File: config.mk
export PLATFORM = sky130hd
export DESIGN_NAME = byte_to_17bit_slot_packer
export DESIGN_NICKNAME = d
export VERILOG_FILES = /design/src/hdl/bsp_pkg.sv /design/src/hdl/bsp_out_reg.sv /design/src/hdl/byte_to_17bit_slot_packer.sv
export SDC_FILE = /design/constraint.sdc
export NUM_CORES = 1
export LEC_CHECK = 0
export ABC_AREA = 1
export BUFFER_PORTS_ARGS = -buffer_cell sky130_fd_sc_hd__clkbuf_2
export CORE_AREA = 2 2 89 125
export DETAILED_ROUTE_END_ITERATION = 10
export DIE_AREA = 0 0 91 127
export GPL_TIMING_DRIVEN = 0
export HOLD_SLACK_MARGIN = 0.08
export PLACE_DENSITY = 0.6
export RECOVER_POWER = 25
export SYNTH_ARGS = -nofsm -noshare
export SYNTH_HDL_FRONTEND = slang
export SYNTH_SLANG_ARGS = --single-unit
File: constraint.sdc
create_clock -name clk -period 6.6 [get_ports clk]
set_clock_uncertainty 0.1 [all_clocks]
set_input_delay 0 -clock clk [delete_from_list [all_inputs] [get_ports clk]]
set_output_delay 0 -clock clk [all_outputs]
set_load 0.01 [all_outputs]
File: src/hdl/bsp_pkg.sv
// Shared types and constants for the byte to 17-bit slot packer.
package bsp_pkg;

  localparam int unsigned SLOT_BITS         = 17;
  localparam int unsigned BYTE_BITS         = 8;
  localparam int unsigned PEND_BITS         = 16;
  localparam int unsigned ACC_BITS          = PEND_BITS + BYTE_BITS;
  localparam int unsigned MAX_SLOTS         = 64;
  localparam int unsigned MAX_PAYLOAD_BYTES = 136;

  // Item kinds on the byte channel.
  localparam logic ACT_DATA = 1'b0;
  localparam logic ACT_END  = 1'b1;

  // Configuration register indexes.
  localparam logic CFG_PAYLOAD_BYTES = 1'b0;
  localparam logic CFG_SLOT_COUNT    = 1'b1;

  typedef struct packed {
    logic       action;
    logic [7:0] data_byte;
  } byte_item_t;

  typedef struct packed {
    logic [16:0] slot_value;
    logic [5:0]  slot_pos;
    logic        last_slot;
  } slot_item_t;

endpackage

File: src/hdl/bsp_out_reg.sv
// Output register for the slot channel: holds one slot beat until it is taken.
module bsp_out_reg (
  input  logic                clk,
  input  logic                rst,
  input  logic                load,
  input  bsp_pkg::slot_item_t din,
  output logic                free,
  output logic                slot_valid,
  input  logic                slot_stall,
  output bsp_pkg::slot_item_t slot_item
);
  import bsp_pkg::*;

  // A new beat may enter when the register is empty or its beat leaves now.
  assign free = !slot_valid || !slot_stall;

  always_ff @(posedge clk) begin
    if (rst) begin
      slot_valid <= 1'b0;
    end else if (free) begin
      slot_valid <= load;
    end
  end

  always_ff @(posedge clk) begin
    if (free && load) begin
      slot_item <= din;
    end
  end

endmodule

File: src/hdl/byte_to_17bit_slot_packer.sv
// Top level of the byte to 17-bit slot packer.
//
// Bytes of a record arrive on the byte channel (byte_valid, byte_stall,
// byte_item) and are packed least significant bit first into 17-bit slots,
// which leave on the slot channel (slot_valid, slot_stall, slot_item).
// A beat moves at a rising edge where valid is high and stall is low.
// A data byte is handled in the cycle it is accepted; a slot it completes
// appears at the output register in the next cycle. One byte beat can be
// accepted in every cycle while the output register can take a result,
// including the cycle in which the waiting slot beat is taken.
// An end-of-record beat starts a flush: the partial slot and then zero
// slots leave at one per cycle while the receiver does not stall, up to
// the slot count, the last one marked, and the record state is cleared in
// the cycle after the final slot. Byte beats are stalled for the whole flush.
// When the receiver stalls, the output register holds its beat and byte
// beats are stalled as well. Reset empties the output register, clears the
// record state and sets payload_bytes to 136 and slot_count to 64.
// Configuration is written through cfg_write, cfg_index and cfg_data.
module byte_to_17bit_slot_packer (
  input  logic                clk,
  input  logic                rst,
  input  logic                cfg_write,
  input  logic                cfg_index,
  input  logic [7:0]          cfg_data,
  input  logic                byte_valid,
  output logic                byte_stall,
  input  bsp_pkg::byte_item_t byte_item,
  output logic                slot_valid,
  input  logic                slot_stall,
  output bsp_pkg::slot_item_t slot_item
);
  import bsp_pkg::*;

  // Configuration registers.
  logic [7:0] payload_bytes;
  logic [6:0] slot_count;

  // Record state.
  logic [15:0] pending_bits;
  logic [4:0]  pending_count;
  logic [6:0]  slots_emitted;
  logic [7:0]  bytes_taken;
  logic        flushing;

  logic [15:0] pending_bits_next;
  logic [4:0]  pending_count_next;
  logic [6:0]  slots_emitted_next;
  logic [7:0]  bytes_taken_next;
  logic        flushing_next;

  logic [7:0]  eff_payload;
  logic [6:0]  eff_slots;
  logic        out_free;
  logic        byte_accept;
  logic        room;
  logic        take;
  logic [23:0] acc;
  logic [4:0]  cnt_sum;
  logic        full;
  logic        emit;
  slot_item_t  emit_item;

  always_ff @(posedge clk) begin
    if (rst) begin
      payload_bytes <= 8'(MAX_PAYLOAD_BYTES);
      slot_count    <= 7'(MAX_SLOTS);
    end else if (cfg_write) begin
      case (cfg_index)
        CFG_PAYLOAD_BYTES: payload_bytes <= cfg_data;
        CFG_SLOT_COUNT:    slot_count    <= cfg_data[6:0];
        default:           ;
      endcase
    end
  end

  // Out-of-range settings are clamped where they are used.
  always_comb begin
    if (payload_bytes == 8'd0) begin
      eff_payload = 8'd1;
    end else if (payload_bytes > 8'(MAX_PAYLOAD_BYTES)) begin
      eff_payload = 8'(MAX_PAYLOAD_BYTES);
    end else begin
      eff_payload = payload_bytes;
    end
    if (slot_count == 7'd0) begin
      eff_slots = 7'd1;
    end else if (slot_count > 7'(MAX_SLOTS)) begin
      eff_slots = 7'(MAX_SLOTS);
    end else begin
      eff_slots = slot_count;
    end
  end

  assign byte_stall  = flushing || !out_free;
  assign byte_accept = byte_valid && !byte_stall;
  assign room        = slots_emitted < eff_slots;
  assign take        = bytes_taken < eff_payload;

  // Append the byte above the pending bits; at most 24 bits are live.
  assign acc     = {8'd0, pending_bits} | (24'(byte_item.data_byte) << pending_count);
  assign cnt_sum = pending_count + 5'(BYTE_BITS);
  assign full    = cnt_sum >= 5'(SLOT_BITS);

  always_comb begin
    pending_bits_next  = pending_bits;
    pending_count_next = pending_count;
    slots_emitted_next = slots_emitted;
    bytes_taken_next   = bytes_taken;
    flushing_next      = flushing;
    emit               = 1'b0;
    emit_item.slot_value = acc[16:0];
    emit_item.slot_pos   = slots_emitted[5:0];
    emit_item.last_slot  = (slots_emitted + 7'd1) == eff_slots;

    if (flushing) begin
      // Pending bits go out first (zero above them), then zero slots.
      emit_item.slot_value = {1'b0, pending_bits};
      if (!room) begin
        pending_bits_next  = '0;
        pending_count_next = '0;
        slots_emitted_next = '0;
        bytes_taken_next   = '0;
        flushing_next      = 1'b0;
      end else if (out_free) begin
        emit               = 1'b1;
        slots_emitted_next = slots_emitted + 7'd1;
        pending_bits_next  = '0;
        pending_count_next = '0;
      end
    end else if (byte_accept) begin
      case (byte_item.action)
        ACT_END: begin
          flushing_next = 1'b1;
        end
        ACT_DATA: begin
          if (take) begin
            bytes_taken_next = bytes_taken + 8'd1;
            if (full) begin
              emit               = room;
              slots_emitted_next = room ? slots_emitted + 7'd1 : slots_emitted;
              pending_bits_next  = {9'd0, acc[23:17]};
              pending_count_next = cnt_sum - 5'(SLOT_BITS);
            end else begin
              pending_bits_next  = acc[15:0];
              pending_count_next = cnt_sum;
            end
          end
        end
        default: ;
      endcase
    end
  end

  always_ff @(posedge clk) begin
    if (rst) begin
      pending_bits  <= '0;
      pending_count <= '0;
      slots_emitted <= '0;
      bytes_taken   <= '0;
      flushing      <= 1'b0;
    end else begin
      pending_bits  <= pending_bits_next;
      pending_count <= pending_count_next;
      slots_emitted <= slots_emitted_next;
      bytes_taken   <= bytes_taken_next;
      flushing      <= flushing_next;
    end
  end

  bsp_out_reg u_out_reg (
    .clk        (clk),
    .rst        (rst),
    .load       (emit),
    .din        (emit_item),
    .free       (out_free),
    .slot_valid (slot_valid),
    .slot_stall (slot_stall),
    .slot_item  (slot_item)
  );

endmodule

Word-level counts from Yosys, hierarchy flattened
Cells that the tools add are included.
{ "word_totals": {"wordCells": 90, "inputBits": 23, "output_inout_bits": 26, "ff_bits": 77} }
{ "classes": {"addsub": 4, "reduce_logical": 19, "order_cmp": 5, "eq_ne": 4, "bitwise": 2, "shifts": 1, "muxes": 43} }
{ "ops": {"columns": ["operator", "count"], "rows": [
  ["$mux W16", 8],
  ["$mux W7", 10],
  ["$mux W8", 7],
  ["$mux W5", 7],
  ["$or A16 B24 Y24", 1],
  ["$shl A8 B5 Y24", 1],
  ["$mux W1", 11],
  ["$add A8 B1 Y8 const B", 1],
  ["$gt A8 B8 Y1 const B", 1],
  ["$logic_not A8 Y1", 1],
  ["$lt A8 B8 Y1", 1],
  ["$reduce_and A4 Y1", 2],
  ["$reduce_bool A2 Y1", 4],
  ["$add A7 B1 Y7 const B", 1],
  ["$eq A7 B7 Y1", 1],
  ["$gt A7 B7 Y1 const B", 1],
  ["$logic_not A7 Y1", 1],
  ["$lt A7 B7 Y1", 1],
  ["$reduce_and A6 Y1", 1],
  ["$add A5 B4 Y5 const B", 1],
  ["$ge A5 B5 Y1 const B", 1],
  ["$sub A5 B5 Y5 const B", 1],
  ["$logic_not A1 Y1", 4],
  ["$reduce_and A2 Y1", 2],
  ["other kinds (6)", 8]
]} }

Longest topological paths before layout
{ "depth": {"depth_word": 10, "mapped_depth": 20} }

Modules after synthesis
A second synthesis with hierarchy kept.
{ "unflattened": {"hier_cells": 644, "hier_area_um2": 4675.7} }
{ "modules_own_cells": {"columns": ["mod", "n_inst", "cells_per_inst", "seq_area_each_um2", "area_each_um2"], "rows": [
  ["byte_to_17bit_slot_packer", 1, 615, 1041.0, 3911.3],
  ["bsp_out_reg", 1, 29, 740.7, 764.5]
]} }

Least setup slack after synthesis
OpenSTA, ideal clock, no wires.
{ "synth_path": {"path_type": "flip-flop to flip-flop", "from": "register payload_bytes[2]", "to": "register u_out_reg.slot_item[0] (netlist name)", "arrival_ns": 2.859, "required_time_ns": 6.095, "synth_period_minus_slack_ns": 3.363, "setup_time_ns": 0.405, "slack_ns": 3.237, "stages_incl_launch_ff": 15, "path_cell_list": "dfxtp_1 > inv_1 > nand2_1 > nor2_1 > nand2_1 > nand2_2 > nand2_1 > ha_1 > nand2_1 > nor2_1 > nor4b_2 > nand3_1 > nand2_1 > nand2_1 > nor2_1"} }
{ "synth_via": {"elab_chain_len": 9, "word_cells_on_any_way": 10} }
{ "synth_rtl": {"columns": ["item", "line_no", "source"], "rows": [
  ["from (decl)", "byte_to_17bit_slot_packer.sv:35", "logic [7:0] payload_bytes;"],
  ["from (signal assigned)", "byte_to_17bit_slot_packer.sv:65", "payload_bytes <= 8'(MAX_PAYLOAD_BYTES);"],
  ["from (signal assigned)", "byte_to_17bit_slot_packer.sv:69", "CFG_PAYLOAD_BYTES: payload_bytes <= cfg_data;"],
  ["$gt A8 B8 Y1", "byte_to_17bit_slot_packer.sv:80", "end else if (payload_bytes > 8'(MAX_PAYLOAD_BYTES)) begin"],
  ["$mux W8", "byte_to_17bit_slot_packer.sv:80", null],
  ["$mux W8 (*)", "byte_to_17bit_slot_packer.sv:78", "if (payload_bytes == 8'd0) begin"],
  ["$lt A8 B8 Y1 (*)", "byte_to_17bit_slot_packer.sv:97", "assign take = bytes_taken < eff_payload;"],
  ["$mux W1 (*)", "byte_to_17bit_slot_packer.sv:136", "if (take) begin"],
  ["$mux W1 (*)", "byte_to_17bit_slot_packer.sv:131", "case (byte_item.action)"],
  ["$mux W1 (*)", "byte_to_17bit_slot_packer.sv:130", "end else if (byte_accept) begin"],
  ["$mux W1 (*)", "byte_to_17bit_slot_packer.sv:115", "if (flushing) begin"],
  ["$logic_and A1 B1 Y1 (*)", "bsp_out_reg.sv:26", "if (free && load) begin"]
]} }
Every way passes the cells marked *; elsewhere a longest branch is shown, timed or not.
A chain may end at the register's enable or synchronous reset.

Worst setup path in the final report
{ "layout_path": {"from": "register slot_count[1]", "to": "register pending_bits[4]"} }
{ "layout_via": {"elab_chain_len": 6, "word_cells_on_any_way": 9} }
{ "layout_rtl": {"columns": ["item", "line_no", "source"], "rows": [
  ["from (decl)", "byte_to_17bit_slot_packer.sv:36", "logic [6:0] slot_count;"],
  ["from (signal assigned)", "byte_to_17bit_slot_packer.sv:66", "slot_count <= 7'(MAX_SLOTS);"],
  ["from (signal assigned)", "byte_to_17bit_slot_packer.sv:70", "CFG_SLOT_COUNT: slot_count <= cfg_data[6:0];"],
  ["$gt A7 B7 Y1", "byte_to_17bit_slot_packer.sv:87", "end else if (slot_count > 7'(MAX_SLOTS)) begin"],
  ["$mux W7", "byte_to_17bit_slot_packer.sv:87", null],
  ["$mux W7 (*)", "byte_to_17bit_slot_packer.sv:85", "if (slot_count == 7'd0) begin"],
  ["$lt A7 B7 Y1 (*)", "byte_to_17bit_slot_packer.sv:96", "assign room = slots_emitted < eff_slots;"],
  ["$ne A3 B3 Y1 (no line) / $mux W16 (equally long branches)", null, null],
  ["$reduce_and A4 Y1 (no line) / $mux W16 (equally long branches)", null, null],
  ["to (signal assigned)", "byte_to_17bit_slot_packer.sv:162", "pending_bits <= pending_bits_next;"],
  ["to (decl)", "byte_to_17bit_slot_packer.sv:39", "logic [15:0] pending_bits;"]
]} }
Marked as above.

==> summary.txt <==
Synth
  – Syn. warnings: 0
  – Top post-synthesis cells by area: dfxtp_1 (23%), edfxtp_1 (16%), nand2_1 (14%), nor2_1 (6.0%), a21oi_1 (5.4%)
  – Seq/Total Area, Yosys: about two fifths
  – Synth async-reset ratio: 0%
  – Ys flop type: dfxtp_1
  – EDFF count, synth: 24
  – Yosys top cell area share: a little under a quarter
  – Synth Area in Simple Gates: 29.93%
  – Post-synthesis xor/xnor area fraction: 2.664%
  – Compound-cell area share of the yosys netlist: 14.22%
  – Post-synth cell types: 39
  – Post-synth top area cell: dfxtp_1
  – Post-Synthesis Cells: ~650
  – Mapped cell area: between 0.004 and 0.005 sq mm
  – Synth Area in Adders: ~5.4%
  – Largest family of logic cells by synthesized area: simple AND/OR/NAND/NOR gates
  – Synthesized flop and latch total: 77
  – Post-synthesis mux area share: less than 1%
  – Average cell area after synthesis: just over 7 sq um
  – Syn Nets: between 600 and 700

CTS
  – Clock Latency Late Sink: around 350 ps
  – Post-CTS Setup Bufs: 0
  – CTS Root Cell: clkbuf_16
  – CTS tree: built
  – Cts bufs inserted: 9
  – Clock sink total: a little under 80
  – CTS max path bufs: 2
  – # resized after CTS: 0
  – Hold Buf Count CTS: 25
  – Clock transition at the registers of the reported paths: ~60 ps
  – H-tree Lvls: 3

Detailed routing
  – DRT Pass-1 Iters: 5
  – Iteration-0 DRC Markers: roughly 250
  – DR vias/cell: about 5.3
  – Drt wl/cell: 14.82 um
  – DR vias: 4,579
  – Residual DRC: 0
  – Final WL: 12,930 um
  – Antenna-violating nets left: 0

STA
  – Max Slew Vio Count: 0
  – Hold Vio Cnt, Final: 0
  – RSZ-0062 raised after global routing: no
  – Endpoints failing setup: 0
  – Final Critical Period: roughly 3200 ps
  – Final WS setup: ~3400 ps
  – Setup TNS: 0 ps
  – Slew HR: a little under three fifths
  – FMAX: between 300 and 400 MHz
  – Final period util: between 40% and 50%
  – Worst slew pin tran: around 640 ps

Power
  – Power per Cell Area: roughly 290 mW/mm^2
  – Switch Pwr: about 0.6 mW
  – Seq pwr share: a little over a third
  – Internal cell power: roughly 1 mW
  – Sw Ratio: a little over a third
  – Combinational power share: between 30% and 40%
  – Clock share of power: 32.2%
  – Leak: ~2.4 nW
  – Worst vdd ir: approximately 160 uV

Floorplan
  – DIE AREA: about 0.012 sq mm
  – Core area: just over 0.01 sq mm
  – Io pins: around 50
  – Std cell rows: 44
  – Die X: between 90 and 100 um
  – Initial Util: around 44%
  – Vert. Die Dim: 127 um

Final layout
  – FILL cells: ~1,100
  – Ant. Diodes: 0
  – Nets@finish: approximately 770
  – Layout area overhead: 20.61%
  – Fraction of layout cells with a size suffix above 1: about a tenth

Critical path
  – CP Max Fanout: 10
  – Crit end category: register
  – Crit path DAT: between 3000 and 4000 ps
  – Crit start category: register
  – Kind of critical path: register to register
  – Required time worst endpoint: 6780 ps

Run
  – MaxCap Viol Count: 0

Placed design
  – Detailed placer's ending HPWL: about 9400 um
  – Number of port buffers: between 40 and 50
  – Gpl congestion: between 0.9 and 1
  – Worst slack, placed: 3416 ps

Global route
  – GR Overflow Total: 0
  – Largest net degree at the start of global routing: 21
  – Global-route wire length before repair: between 20,000 and 25,000 um
  – Total Routing Usage GR: between 20% and 30%
  – Initial antenna violation count: 0
  – Vias in the first global route: between 4,000 and 5,000

Worst hold path
  – Worst Hold Class: primary input to register

Run status
  – Status: completed
-- registers in the layout, indices dropped and copies added, names as in the netlist --
register	count
bytes_taken	8
flushing	1
payload_bytes	8
pending_bits	16
pending_count	5
slot_count	7
slots_emitted	7
u_out_reg.slot_item	24
u_out_reg.slot_valid	1
-- critical path, cell delays in order, from the launching register on --
cell and delay (ps):
dfxtp_1 330, nor4_1 290, nand2_1 100, nand2_1 170
nand2_1 130, ha_1 310, nand2_1 50, o21ai_0 170
nand4_1 110, nand2_1 150, nor2_1 70, nand2_1 110
clkbuf_1 390, buf_2 370, nand3_1 130, a21oi_1 160
-- metal layers --
layer	GRT usage, %	share of wire [%]
met1	23.30	38
met2	44.58	54
met3	3.774	4.6
met4	11.68	4.1
met5	0	0
-- power by group through the flow --
stage / Clock, mW / Combinational (mW) / Sequential [mW]
after floorplan: 0 / 0.337 / 0.605
final: 0.521 / 0.509 / 0.589
after global placement: 0 / 0.485 / 0.599
after global routing: 0.543 / 0.568 / 0.595
after detailed placement: 0 / 0.495 / 0.600
after CTS: 0.525 / 0.510 / 0.589
-- layout by cell type, fill, tap and decap left out, types with 3 or more instances in the layout --
cell type and instances:
o211ai_1 7, nor2_1 73, xor2_1 12, clkbuf_1 39, buf_2 8, a21oi_1 50, a21oi_2 4, dfxtp_1 53
inv_6 5, buf_8 3, nand4_1 13, or2_2 5, a31oi_1 4, clkbuf_16 9, inv_2 4, clkbuf_2 22
nor3_1 11, nand2_1 167, o21ai_0 42, nand2_2 5, inv_1 57, nand3_1 39, buf_6 3, a211oi_1 6
ha_1 20, edfxtp_1 24, dlygate4sd3_1 25
-- logic make-up after synthesis --
family	Yosys count
AO/OA/AOI/OAI	118
XOR/XNOR	14
adder cells (fa/ha/maj)	20
buffers and inverters	92
flip-flops	77
multiplexers	1
AND/OR/NAND/NOR	323
-- metrics by stage --
step / instance area, sq um / total power [mW] / util (%) / hold slack [ps] / cells
floorplan: 4602 / 0.9427 / - / 26.34 / 645
global placement: 5010 / 1.084 / 48.40 / 123.0 / 830
detailed placement: 5027 / 1.095 / 48.57 / 123.5 / 831
CTS: 5582 / 1.624 / 53.93 / 151.5 / 872
global route: 5550 / 1.706 / 53.63 / 176.2 / 872
finish: 5550 / 1.618 / 53.63 / 160.1 / 872
-- area by class of cell --
cell class / instances / area [sq um] / share of cell area, %
Clock inverter: 7 / 78.83 / 1.420
Timing Repair Buffer: 73 / 469.2 / 8.454
Clock buffer: 9 / 225.2 / 4.058
Inverter: 62 / 234.0 / 4.216
Buffer: 30 / 171.4 / 3.088
Multi-Input combinational cell: 476 / 2417 / 43.55
Sequential cell: 77 / 1782 / 32.10
Tap cell: 138 / 172.7 / 3.111
-- synthesized netlist by cell type (5+ instances only) --
cell type,number
a211oi_1,6
a21oi_1,50
buf_2,8
clkbuf_1,14
dfxtp_1,53
edfxtp_1,24
ha_1,20
inv_1,57
nand2_1,167
nand2_2,5
nand3_1,39
nand4_1,13
nor2_1,74
nor3_1,11
o211ai_1,7
o21ai_0,42
or2_2,5
xor2_1,12
-- worst paths after layout --
check                        from                      end  slack [ps]  cells after the start
setup / recovery    slot_count[1]          pending_bits[4]        3410                     15
hold / removal       byte_item[0]  u_out_reg.slot_item[23]         160                      5
hold reg to reg   pending_bits[7]          pending_bits[7]         360                      2
setup reg to reg    slot_count[1]          pending_bits[4]        3410                     15
No activity file was read; power rests on OpenSTA's default activity.
